**src/sv/sql_token_scanner_top_defines.svh**
```systemverilog
// Assertion macros for the SQL token scanner.
// Depends on nothing; included by sql_token_scanner_top.sv.
`ifndef SQL_TOKEN_SCANNER_TOP_DEFINES_SVH
`define SQL_TOKEN_SCANNER_TOP_DEFINES_SVH

// Check that cons holds in the same cycle as ante
`define STS_ASSERT_NOW(label, clk, rst_n, ante, cons, msg) \
    label: assert property (@(posedge clk) disable iff (!rst_n) (ante) |-> (cons)) \
        else $error(msg);

// Check that cons holds in the cycle after ante
`define STS_ASSERT_NEXT(label, clk, rst_n, ante, cons, msg) \
    label: assert property (@(posedge clk) disable iff (!rst_n) (ante) |=> (cons)) \
        else $error(msg);

`endif

```
**src/sv/sts_pkg.sv**
```systemverilog
// Shared types and keyword table of the SQL token scanner.
// No dependencies; used by sql_token_scanner_top.sv.
package sts_pkg;

    // Request into the scanner: one source byte or the end mark
    typedef struct packed {
        logic       kind;
        logic [7:0] char_code;
    } char_item_t;

    typedef enum logic [3:0] {
        TK_EOF     = 4'd0,
        TK_NUMBER  = 4'd1,
        TK_IDENT   = 4'd2,
        TK_KEYWORD = 4'd3,
        TK_STRING  = 4'd4,
        TK_LPAREN  = 4'd5,
        TK_RPAREN  = 4'd6,
        TK_COMMA   = 4'd7,
        TK_SEMI    = 4'd8,
        TK_OP      = 4'd9,
        TK_ERROR   = 4'd10
    } tok_kind_t;

    // Request out of the scanner: one token
    typedef struct packed {
        tok_kind_t   token_kind;
        logic [4:0]  keyword_code;
        logic        has_point;
        logic [30:0] int_value;
        logic [15:0] text_start;
        logic [5:0]  text_length;
        logic [7:0]  op_char;
        logic        op_has_equals;
        logic        last_result;
    } token_t;

    localparam int KW_COUNT = 19;
    localparam int KW_CHARS = 7;

    // Keyword text, first character in the top byte, zero padded
    localparam logic [55:0] KW_TEXT [KW_COUNT] = '{
        {"SELECT", 8'h00}, {"FROM", 24'h0}, {"WHERE", 16'h0}, {"INSERT", 8'h00},
        {"INTO", 24'h0}, {"VALUES", 8'h00}, {"UPDATE", 8'h00}, {"SET", 32'h0},
        {"DELETE", 8'h00}, {"CREATE", 8'h00}, {"TABLE", 16'h0}, {"AND", 32'h0},
        {"OR", 40'h0}, {"NULL", 24'h0}, {"INT", 32'h0}, {"FLOAT", 16'h0},
        {"PRIMARY"}, {"KEY", 32'h0}, {"NOT", 32'h0}
    };

    localparam logic [2:0] KW_LEN [KW_COUNT] = '{
        3'd6, 3'd4, 3'd5, 3'd6, 3'd4, 3'd6, 3'd6, 3'd3, 3'd6, 3'd6,
        3'd5, 3'd3, 3'd2, 3'd4, 3'd3, 3'd5, 3'd7, 3'd3, 3'd3
    };

    // Match upper-cased text against the keyword table: {hit, index}
    function automatic logic [5:0] kw_lookup(input logic [55:0] text, input logic [2:0] len);
        logic       hit;
        logic [4:0] code;
        hit  = 1'b0;
        code = 5'd0;
        for (int i = KW_COUNT - 1; i >= 0; i--) begin
            if (KW_LEN[i] == len && KW_TEXT[i] == text) begin
                hit  = 1'b1;
                code = 5'(i);
            end
        end
        return {hit, code};
    endfunction

endpackage

```
**src/sv/sql_token_scanner_top.sv**
```systemverilog
// SQL token scanner: byte-wide lexer with a four-entry token queue.
// Depends on sts_pkg and sql_token_scanner_top_defines.svh.
//
// Usage:
//   char_valid/char_ready/char_item carry one request per source byte
//   (kind 0) or the end mark (kind 1). tok_valid/tok_ready/tok_item carry
//   tokens; last_result marks the final token caused by one request.
// Tokens are registered into the queue before they are offered.
// Throughput: one request per cycle while each yields at most one token and tokens are taken.
//   A request may yield two tokens (a pending token closed by a byte that
//   is itself a token, or a pending token plus eof); the output drains one
//   token per cycle, so the tokens of such a request leave one at a time.
// The scan step is one level of mode logic feeding a four-entry token queue;
//   char_ready is high while the queue has room for two tokens.
// Stall: when tok_ready is low, tokens wait in the queue and the scanner
//   keeps taking bytes until the queue has less than two free entries.
// Reset: scanner idle, position zero, queue empty. The end mark also
//   returns the scanner to this state, so the next text starts at zero.
// Positions saturate at MAX_INPUT_LEN-1; text lengths cap at TEXT_MAX-1.
`include "sql_token_scanner_top_defines.svh"

module sql_token_scanner_top #(
    parameter int MAX_INPUT_LEN = 65536,
    parameter int TEXT_MAX      = 64
) (
    input  logic                clk,
    input  logic                rst_n,
    input  logic                char_valid,
    output logic                char_ready,
    input  sts_pkg::char_item_t char_item,
    output logic                tok_valid,
    input  logic                tok_ready,
    output sts_pkg::token_t     tok_item
);

    localparam int PW = $clog2(MAX_INPUT_LEN);
    localparam int CW = $clog2(TEXT_MAX);
    localparam logic [PW-1:0] POS_LAST = PW'(MAX_INPUT_LEN - 1);
    localparam logic [CW-1:0] CNT_CAP  = CW'(TEXT_MAX - 1);
    localparam logic [CW-1:0] KW_LIMIT = CW'(sts_pkg::KW_CHARS);
    localparam logic [30:0]   INT_SAT  = 31'h7FFF_FFFF;
    localparam logic [2:0]    QDEPTH   = 3'd4;
    localparam logic [2:0]    FILL_MAX = 3'd2;

    localparam logic [7:0] CH_QUOTE = 8'h27;
    localparam logic [7:0] CH_DOT   = 8'h2E;
    localparam logic [7:0] CH_UNDER = 8'h5F;
    localparam logic [7:0] CH_LPAR  = 8'h28;
    localparam logic [7:0] CH_RPAR  = 8'h29;
    localparam logic [7:0] CH_COMMA = 8'h2C;
    localparam logic [7:0] CH_SEMI  = 8'h3B;
    localparam logic [7:0] CH_STAR  = 8'h2A;
    localparam logic [7:0] CH_EQ    = 8'h3D;
    localparam logic [7:0] CH_BANG  = 8'h21;
    localparam logic [7:0] CH_LT    = 8'h3C;
    localparam logic [7:0] CH_GT    = 8'h3E;

    typedef enum logic [2:0] {
        M_IDLE,
        M_NUMBER,
        M_IDENT,
        M_STRING,
        M_OP
    } mode_t;

    // Scanner state
    mode_t         mode_reg,  mode_next;
    logic [PW-1:0] pos_reg,   pos_next;
    logic [PW-1:0] start_reg, start_next;
    logic [CW-1:0] cnt_reg,   cnt_next;
    logic [30:0]   acc_reg,   acc_next;
    logic          float_reg, float_next;
    logic [55:0]   kwbuf_reg, kwbuf_next;
    logic [7:0]    opc_reg,   opc_next;

    // Token queue
    sts_pkg::token_t q_reg [4];
    logic [1:0]      wr_ptr_reg, wr_ptr_next;
    logic [1:0]      rd_ptr_reg, rd_ptr_next;
    logic [2:0]      fill_reg,   fill_next;

    logic            accept;
    logic            pop;
    logic [7:0]      c;
    logic            c_digit, c_alpha, c_space, c_word;
    logic [7:0]      c_upper;
    logic [PW-1:0]   pos_inc;
    logic            can_grow;
    logic [34:0]     acc_sum;
    logic            flush_valid;
    sts_pkg::token_t flush_tok;
    logic [5:0]      kw_res;
    logic            si_valid;
    sts_pkg::token_t si_tok;
    sts_pkg::token_t res0, res1;
    logic [1:0]      res_n;
    logic [1:0]      push_n;

    // Build a token with the common fields set
    function automatic sts_pkg::token_t mk_tok(input sts_pkg::tok_kind_t k,
                                               input logic [PW-1:0] start,
                                               input logic [5:0] len,
                                               input logic [7:0] opc,
                                               input logic eq);
        sts_pkg::token_t t;
        logic [31:0]     wide;
        wide            = 32'(start);
        t               = '0;
        t.token_kind    = k;
        t.text_start    = wide[15:0];
        t.text_length   = len;
        t.op_char       = opc;
        t.op_has_equals = eq;
        return t;
    endfunction

    function automatic logic [5:0] len6(input logic [CW-1:0] cnt);
        logic [31:0] wide;
        wide = 32'(cnt);
        return wide[5:0];
    endfunction

    assign accept     = char_valid && char_ready;
    assign pop        = tok_valid && tok_ready;
    assign char_ready = (fill_reg <= FILL_MAX);
    assign tok_valid  = (fill_reg != 3'd0);
    assign tok_item   = q_reg[rd_ptr_reg];

    // Classify the byte
    assign c       = char_item.char_code;
    assign c_digit = (c >= "0") && (c <= "9");
    assign c_alpha = ((c >= "a") && (c <= "z")) || ((c >= "A") && (c <= "Z"));
    assign c_space = (c == 8'd32) || ((c >= 8'd9) && (c <= 8'd13));
    assign c_word  = c_alpha || c_digit || (c == CH_UNDER);
    assign c_upper = ((c >= "a") && (c <= "z")) ? (c - 8'd32) : c;
    assign pos_inc = (pos_reg < POS_LAST) ? (pos_reg + 1'b1) : pos_reg;

    // Number accumulator step: acc * 10 + digit
    assign can_grow = (cnt_reg < CNT_CAP);
    assign acc_sum  = {1'b0, acc_reg, 3'b000} + {3'b000, acc_reg, 1'b0} + 35'(c[3:0]);

    // Keyword match over the buffered prefix
    assign kw_res = sts_pkg::kw_lookup(kwbuf_reg, cnt_reg[2:0]);

    // Token for the pending text
    always_comb
    begin
        flush_valid = (mode_reg != M_IDLE);
        flush_tok   = '0;
        case (mode_reg)
            M_NUMBER:
            begin
                flush_tok = mk_tok(sts_pkg::TK_NUMBER, start_reg, len6(cnt_reg), 8'd0, 1'b0);
                flush_tok.has_point = float_reg;
                flush_tok.int_value = float_reg ? 31'd0 : acc_reg;
            end
            M_IDENT:
            begin
                if (kw_res[5] && (cnt_reg <= KW_LIMIT))
                begin
                    flush_tok = mk_tok(sts_pkg::TK_KEYWORD, start_reg, len6(cnt_reg),
                                       8'd0, 1'b0);
                    flush_tok.keyword_code = kw_res[4:0];
                end
                else
                begin
                    flush_tok = mk_tok(sts_pkg::TK_IDENT, start_reg, len6(cnt_reg),
                                       8'd0, 1'b0);
                end
            end
            M_STRING:
                flush_tok = mk_tok(sts_pkg::TK_STRING, start_reg, len6(cnt_reg), 8'd0, 1'b0);
            M_OP:
                flush_tok = mk_tok(sts_pkg::TK_OP, start_reg, 6'd1, opc_reg, 1'b0);
            default:
                flush_tok = '0;
        endcase
    end

    // Scanner step: advance state and collect up to two tokens
    always_comb
    begin
        logic do_ext;
        logic do_flush;
        logic do_scan;
        logic do_opeq;

        mode_next  = mode_reg;
        pos_next   = pos_reg;
        start_next = start_reg;
        cnt_next   = cnt_reg;
        acc_next   = acc_reg;
        float_next = float_reg;
        kwbuf_next = kwbuf_reg;
        opc_next   = opc_reg;
        do_ext     = 1'b0;
        do_flush   = 1'b0;
        do_scan    = 1'b0;
        do_opeq    = 1'b0;
        si_valid   = 1'b0;
        si_tok     = '0;
        res0       = '0;
        res1       = '0;
        res_n      = 2'd0;

        if (char_item.kind)
        begin
            // End mark: emit pending token, then eof, then back to reset state
            if (flush_valid)
            begin
                res0  = flush_tok;
                res1  = mk_tok(sts_pkg::TK_EOF, pos_reg, 6'd0, 8'd0, 1'b0);
                res_n = 2'd2;
            end
            else
            begin
                res0  = mk_tok(sts_pkg::TK_EOF, pos_reg, 6'd0, 8'd0, 1'b0);
                res_n = 2'd1;
            end
            mode_next  = M_IDLE;
            pos_next   = '0;
            start_next = '0;
            cnt_next   = '0;
            acc_next   = '0;
            float_next = 1'b0;
            kwbuf_next = '0;
            opc_next   = '0;
        end
        else
        begin
            pos_next = pos_inc;
            unique case (mode_reg)
                M_NUMBER:
                begin
                    if (c_digit || (c == CH_DOT))
                        do_ext = 1'b1;
                    else
                    begin
                        do_flush = 1'b1;
                        do_scan  = 1'b1;
                    end
                end
                M_IDENT:
                begin
                    if (c_word)
                        do_ext = 1'b1;
                    else
                    begin
                        do_flush = 1'b1;
                        do_scan  = 1'b1;
                    end
                end
                M_STRING:
                begin
                    if (c == CH_QUOTE)
                    begin
                        do_flush  = 1'b1;
                        mode_next = M_IDLE;
                    end
                    else
                        do_ext = 1'b1;
                end
                M_OP:
                begin
                    if (c == CH_EQ)
                    begin
                        do_opeq   = 1'b1;
                        mode_next = M_IDLE;
                    end
                    else
                    begin
                        do_flush = 1'b1;
                        do_scan  = 1'b1;
                    end
                end
                default:
                    do_scan = 1'b1;
            endcase

            // Extend the pending token by this byte
            if (do_ext)
            begin
                if ((mode_reg == M_NUMBER) && (c == CH_DOT))
                    float_next = 1'b1;
                if (can_grow)
                begin
                    cnt_next = cnt_reg + 1'b1;
                    if ((mode_reg == M_NUMBER) && c_digit)
                        acc_next = (acc_sum[34:31] != 4'd0) ? INT_SAT : acc_sum[30:0];
                    if ((mode_reg == M_IDENT) && (cnt_reg < KW_LIMIT))
                        kwbuf_next[55 - 8 * cnt_reg[2:0] -: 8] = c_upper;
                end
            end

            // Scan the byte from idle
            if (do_scan)
            begin
                mode_next = M_IDLE;
                if (c_space)
                    si_valid = 1'b0;
                else if (c_digit || c_alpha || (c == CH_UNDER))
                begin
                    mode_next  = c_digit ? M_NUMBER : M_IDENT;
                    start_next = pos_reg;
                    cnt_next   = CW'(1);
                    acc_next   = c_digit ? 31'(c[3:0]) : 31'd0;
                    float_next = 1'b0;
                    kwbuf_next = c_digit ? 56'd0 : {c_upper, 48'd0};
                end
                else if (c == CH_QUOTE)
                begin
                    mode_next  = M_STRING;
                    start_next = pos_inc;
                    cnt_next   = '0;
                    acc_next   = '0;
                    float_next = 1'b0;
                    kwbuf_next = '0;
                end
                else if ((c == CH_EQ) || (c == CH_BANG) || (c == CH_LT) || (c == CH_GT))
                begin
                    mode_next  = M_OP;
                    start_next = pos_reg;
                    opc_next   = c;
                end
                else
                begin
                    si_valid = 1'b1;
                    unique case (c)
                        CH_LPAR:
                            si_tok = mk_tok(sts_pkg::TK_LPAREN, pos_reg, 6'd0, 8'd0, 1'b0);
                        CH_RPAR:
                            si_tok = mk_tok(sts_pkg::TK_RPAREN, pos_reg, 6'd0, 8'd0, 1'b0);
                        CH_COMMA:
                            si_tok = mk_tok(sts_pkg::TK_COMMA, pos_reg, 6'd0, 8'd0, 1'b0);
                        CH_SEMI:
                            si_tok = mk_tok(sts_pkg::TK_SEMI, pos_reg, 6'd0, 8'd0, 1'b0);
                        CH_STAR:
                            si_tok = mk_tok(sts_pkg::TK_OP, pos_reg, 6'd1, c, 1'b0);
                        default:
                            si_tok = mk_tok(sts_pkg::TK_ERROR, pos_reg, 6'd1, c, 1'b0);
                    endcase
                end
            end

            // Collect tokens in order
            if (do_opeq)
            begin
                res0  = mk_tok(sts_pkg::TK_OP, start_reg, 6'd2, opc_reg, 1'b1);
                res_n = 2'd1;
            end
            else if (do_flush)
            begin
                res0  = flush_tok;
                res_n = 2'd1;
            end
            if (si_valid)
            begin
                if (res_n == 2'd0)
                begin
                    res0  = si_tok;
                    res_n = 2'd1;
                end
                else
                begin
                    res1  = si_tok;
                    res_n = 2'd2;
                end
            end
        end

        // Mark the last token of this request
        if (res_n == 2'd2)
            res1.last_result = 1'b1;
        else
            res0.last_result = 1'b1;
    end

    // Queue pointers and fill
    assign push_n      = accept ? res_n : 2'd0;
    assign wr_ptr_next = wr_ptr_reg + push_n;
    assign rd_ptr_next = rd_ptr_reg + 2'(pop);
    assign fill_next   = fill_reg + 3'(push_n) - 3'(pop);

    // Hold scanner state and queue control
    always_ff @(posedge clk or negedge rst_n)
    begin
        if (!rst_n)
        begin
            mode_reg   <= M_IDLE;
            pos_reg    <= '0;
            start_reg  <= '0;
            cnt_reg    <= '0;
            acc_reg    <= '0;
            float_reg  <= 1'b0;
            kwbuf_reg  <= '0;
            opc_reg    <= '0;
            wr_ptr_reg <= '0;
            rd_ptr_reg <= '0;
            fill_reg   <= '0;
        end
        else
        begin
            if (accept)
            begin
                mode_reg  <= mode_next;
                pos_reg   <= pos_next;
                start_reg <= start_next;
                cnt_reg   <= cnt_next;
                acc_reg   <= acc_next;
                float_reg <= float_next;
                kwbuf_reg <= kwbuf_next;
                opc_reg   <= opc_next;
            end
            wr_ptr_reg <= wr_ptr_next;
            rd_ptr_reg <= rd_ptr_next;
            fill_reg   <= fill_next;
        end
    end

    // Write tokens into the queue
    always_ff @(posedge clk)
    begin
        if (push_n != 2'd0)
            q_reg[wr_ptr_reg] <= res0;
        if (push_n == 2'd2)
            q_reg[wr_ptr_reg + 2'd1] <= res1;
    end

    `STS_ASSERT_NOW(a_fill_bound, clk, rst_n, 1'b1, fill_reg <= QDEPTH,
                    "token queue overflow")
    `STS_ASSERT_NEXT(a_end_resets, clk, rst_n, accept && char_item.kind,
                     mode_reg == M_IDLE && pos_reg == '0,
                     "end mark did not return scanner to reset state")
    `STS_ASSERT_NOW(a_pair_order, clk, rst_n, push_n == 2'd2,
                    !res0.last_result && res1.last_result,
                    "two-token request marked last on wrong token")

endmodule
```
**config.mk**
```make
export PLATFORM = sky130hd
export DESIGN_NAME = sql_token_scanner_top
export DESIGN_NICKNAME = d
export VERILOG_FILES = /design/src/sv/sts_pkg.sv /design/src/sv/sql_token_scanner_top.sv
export VERILOG_INCLUDE_DIRS = /design/src /design/src/sv
export SDC_FILE = /design/constraint.sdc
export NUM_CORES = 1
export LEC_CHECK = 0
export ABC_AREA = 1
export BUFFER_PORTS_ARGS = -buffer_cell sky130_fd_sc_hd__buf_2
export CORE_MARGIN = 2
export CORE_UTILIZATION = 40
export DETAILED_ROUTE_END_ITERATION = 8
export GPL_TIMING_DRIVEN = 0
export PLACE_DENSITY = 0.66
export SYNTH_ARGS = -nofsm -noshare
export SYNTH_HDL_FRONTEND = slang
export SYNTH_SLANG_ARGS = --single-unit
```
**constraint.sdc**
```tcl
create_clock -name clk -period 7.35 [get_ports clk]
set_input_delay 1.1025 -clock clk [delete_from_list [all_inputs] [get_ports clk]]
set_output_delay 1.1025 -clock clk [all_outputs]
set_load 0.005 [all_outputs]
```
Yosys cells after proc, flatten, opt, wreduce, memory -nomap -nowiden --
Memories as Yosys holds them, arrays and structs flattened. Index checks and enable logic that the tools add are counted.
Word-level totals: flip-flop bits (word level) 144, RAM bits 292, input bits 13, output and inout bits 75, word-level logic and storage cells 289, memories 1
Operators by class: $add $sub $neg 12, magnitude comparators 13, equality and inequality tests 49, shift operators 2, muxes and demuxes 152, reduce and logical (&&, ||, !) cells 49
Memories:
- q_reg | words 4, width 73, rd ports 1, clocked after Yosys merged registers in 0, write ports 2, RTL line sql_token_scanner_top.sv:77 | sts_pkg::token_t q_reg [4];
Operator list (number):
- $eq 55x56->1 const A | 19
- $mux 73 | 14
- $mux 56 | 9
- $pmux 73 s5 | 1
- $mux 31 | 10
- $pmux 73 s4 | 1
- $mux 16 | 8
- $eq 8x6->1 const B | 12
- $mux 5 | 19
- $mux 70 | 1
- $shift 8x34->63 const A | 1
- $shiftx 8x34->63 | 1
- $bwmux 56 | 1
- $mux 8 | 7
- $mux 1 | 53
- $mux 6 | 7
- $add 34x32->35 | 1
- $add 35x4->35 | 1
- $neg 32->34 | 1
- $mux 32 | 1
- $logic_and 1x1->1 | 29
- $mux 3 | 8
- $add 16x1->16 const B | 1
- $ge 8x7->1 const B | 2
- 39 further kinds | 69

Longest topological paths before layout --
depth in word-level cells 30, depth in mapped cells 26

Least setup slack after synthesis --
No wires, ideal clock.
kind input to register, start input char_item[4] in the netlist's numbering, end memory q_reg[2][11] in the netlist's numbering, arrival 4.603 ns, data required time 7.222 ns, setup slack 2.619 ns, stages 24, cell sequence buf_4 nor2_2 nand2_2 inv_1 nand4_1 nand3_1 nand2_1 inv_2 nand4_4 buf_4 buf_4 ha_1 nor2_1 nor2_1 nand2_1 inv_2 nor2_2 nor3_2 inv_1 nand2_1 inv_2 buf_2 nand2_1 o21ai_1
RTL lines:
- from (decl) | RTL line sql_token_scanner_top.sv:30 | input sts_pkg::char_item_t char_item,
- to (decl) | RTL line sql_token_scanner_top.sv:77

==> impl_results.md <==
* Outcome: complete, no violations
* Post-layout power at 9.32 mW
* Mux contribution to synthesized area at 0
* Xor/xnor share of the synthesized area at 0.0136
* Fin Setup TNS at 0 ns
* Post-synth ARST share at 0.330
* Setup Viol. Count Final at 0
* Number of flip-flops in the largest register at approximately 290
* Final slew viol count at 0
* GR Overflow Total at 0
* Resized Gates After CTS at 0
* Initial core utilization at 0.403
* All-Layer GR Usage at 0.278
* Final min period at 5.55 ns
* Seq cells post-synth at around 440
* # placed instances at ~4.6k
* Final Util at 0.453
* CTS clk-pin slew, worst paths at 0.06 ns
* Std-Cell Rows at 93
* Adder-Cell Fraction of Synth Area at 0.0401
* Placer Congestion at 0.970
* Leakage power at between 10 and 15 nW
* Post-synth top cells: 975 x nand2_1, 429 x nor2_1, 364 x o21ai_0
* PD cells at 321 mW/mm2
* CP Launch Type: input pin
* Mapped Area at 0.0258 mm2
* R2R cell count at 22
* Worst Path Buf+Inv at 9
* CTS tree: built
* CP max FO at 31
* Port bufs at 85
* Synthesized area per cell at 7.14 um2
* Headroom to the max-slew limit at 0.283
* Mean number of vias per cell at 5.63
* Synth Area in Simple Gates at 0.300
* Critical R2R Capture: q_reg[3][60]
* Int Pwr at roughly 5.3 mW
* Dpl hpwl at 70500 um
* Crit share post-route at 0.756
* Drt first pass iters at 8
* Synthesized netlist net count at 3709
* Critical path data arrival time at 6.02 ns
* Netlist cell types at 56
* Design Area, Final at 0.0290 mm2
* Synth top area share at 0.142
* Crit-path most repeated cell: inv_2
* Layout area overhead at 12.5%
* RSZ-0062 raised after global routing: false
* Boundary pin count at 88
* Via count at approximately 26k
* Min-delay src: q_reg[1][13]
* Sequential-to-total area share from yosys stat at 0.413
* Chip Width at roughly 260 um
* Worst Skew at 0.0300 ns
* Cell Area, Placed at 0.0274 mm2
* Slew at the pin closest to its max-slew limit at around 1.1 ns
* Area leader, netlist: nand2_1
* Comb power frac at 0.406
* Post-synthesis compound-gate area fraction at 0.163
* Initial DRC Count at 3088
* R2r startpoint: mode_reg[2]
* Crit path capture type: flip-flop
* Area of the multi-input gates at 0.0133 mm2
* Max Root-Sink Buffers at 3
* Clk pwr share at 0.275
* Die height at 258 um
* Top delay family on crit path: simple AND/OR/NAND/NOR gates
* Worst skew pair latency at just over 0.6 ns
* Worst Hold End: q_reg[1][13]
* Number of synthesis warnings at 0
* Postcts setup bufs at 0
* Flop2flop setup slack at 2.50 ns
* Synth top area cells: nand2_1 14%, dfrtp_1 14%, edfxtp_1 14%
* Antenna-violating nets left at 0
* Max incr delay on CP at 0.73 ns
* Drt drc at 0
* EDFF count, synth at between 100 and 150
* Crit path setup slack, layout at 1.80 ns
* Vias in the first global route at between 20k and 25k
* WL per Instance at 20.4 um
* Clock sinks at approximately 440
* Final hold slack at 0.453 ns
* Post-place setup slack at 1.21 ns
* Final std cells w/o fill at 4648
* Crit-path cells: buf_2, buf_2, inv_2, nor4_4, nand2_2, nand4_4, buf_4, buf_4, ha_1, nor2_1, nor2_1, nand2_1, inv_2, nor2_2, nor3_2, inv_2, nand2_2, inv_2, buf_2, nand2_1, o21ai_1
* Clock root buffer: clkbuf_16
* Max_cap viols at 0
* Antenna violations before repair at 3
* Sw frac at 0.435
* Fin nets at between 3k and 4k
* Register Area at 0.0107 mm2
* Main combinational cell family by area after synthesis: simple AND/OR/NAND/NOR gates
* Top-count cell post-synth: nand2_1
* Routed wire length at 94600 um
* Share of cells above drive strength 1 at 0.0823
* CORE AREA at 0.0641 mm2
* Critical path start-end classification: input pin to flip-flop
* Ys flop type: dfxtp_1
* Slowest CP cell: nand2_2
* Register share of total power at 0.319
* H-Tree Level Count at 2
* Required time of the critical path at around 7.8 ns
* Die footprint at 0.0666 mm2
* CTS buffer count at 48
* First-pass GRT wire length at around 140000 um
* Post-cts hold buffer count at 0
* Sw power at 4.05 mW
* Syn Inst Count at 3615
* # fillers at 6629
* Worst IR drop on VDD at 156 uV
* Achievable clock frequency at about 180 MHz
* Largest net degree at the start of global routing at 74
* Hold path depth at 2
* Hold WC Path Type: flip-flop to flip-flop
* Fin. Hold Viols at 0
## cell usage in the layout, fill, tap and decap left out, types with 4 or more instances in the layout
cell type / count
xor2_1: 31
nor3_2: 5
buf_1: 7
o22ai_1: 97
nand3_1: 206
buf_4: 5
nand2_2: 13
xnor2_1: 9
o211ai_1: 36
clkbuf_1: 127
o21ai_1: 159
clkinv_1: 7
dfrtp_1: 144
clkinv_2: 9
inv_2: 29
dfxtp_1: 172
clkbuf_2: 5
nor4_1: 6
edfxtp_1: 120
nand2_1: 971
a21o_1: 6
o21bai_1: 9
bufinv_16: 5
nand3b_1: 4
a31oi_1: 10
ha_1: 78
a21oi_1: 77
nor2_2: 14
buf_2: 134
inv_1: 253
nor3_1: 57
nor2_1: 429
o21ai_0: 364
o31ai_1: 6
nand4_1: 77
clkbuf_16: 52
nor2_4: 16
## layer usage
layer	routed length (um)	track usage	share of wire	up-vias
met5	20	0	0.00021	-
met4	3770	0.106	0.040	4
met3	8930	0.0472	0.094	240
met2	42000	0.441	0.44	1314
met1	39900	0.378	0.42	12223
li1	-	-	-	12379
## worst register-to-register path, cell delays in order (launching register included)
cell and delay [ns]:
dfrtp_1 0.42, inv_2 0.06, nand3_1 0.19, inv_1 0.21, nand3_1 0.13, nand2_1 0.06, inv_2 0.12, nand4_4 0.16
buf_4 0.22, buf_4 0.20, ha_1 0.29, nor2_1 0.04, nor2_1 0.20, nand2_1 0.12, inv_2 0.08, nor2_2 0.06
nor3_2 0.47, inv_2 0.23, nand2_2 0.73, inv_2 0.25, buf_2 0.30, nand2_1 0.10, o21ai_1 0.06
## power groups by stage
stage	Clock, mW	Combinational [mW]	Sequential, mW
global placement	0	3.68	3.01
CTS	2.58	3.71	2.96
global route	2.69	4.07	3.01
floorplan	0	2.14	2.95
detailed placement	0	3.70	3.01
finish	2.56	3.78	2.97
## worst max-delay path by stage
stage	startpoint	end	slack [ns]	cells after the start
2_1_floorplan	char_item[4]	q_reg[2][11]	2.62	24
3_3_place_gp	char_item[2]	q_reg[2][38]	0.63	21
3_5_place_dp	char_item[2]	q_reg[2][44]	1.21	21
4_1_cts	char_item[2]	q_reg[2][14]	1.83	21
5_1_grt	char_item[2]	q_reg[2][66]	1.58	21
6_report	char_item[2]	q_reg[3][60]	1.80	21
## logic make-up after synthesis
group | Yosys count
AOI/OAI and AO/OA | 777
xor gates and xnor gates | 40
adders and majority gates | 81
buffers and inverters | 466
DFF | 436
and+or+nand+nor | 1815
## layout make-up
cell class / instances / area share
Sequential cell: 436 / 0.367
Inverter: 287 / 0.0371
Clock inverter: 20 / 0.00888
Multi-Input combinational cell: 2713 / 0.459
Timing Repair Buffer: 87 / 0.0168
Clock buffer: 70 / 0.0480
Antenna cell: 1 / 0.0000862
Tap cell: 855 / 0.0368
Buffer: 179 / 0.0262
Power figures use the tool's default switching activity.
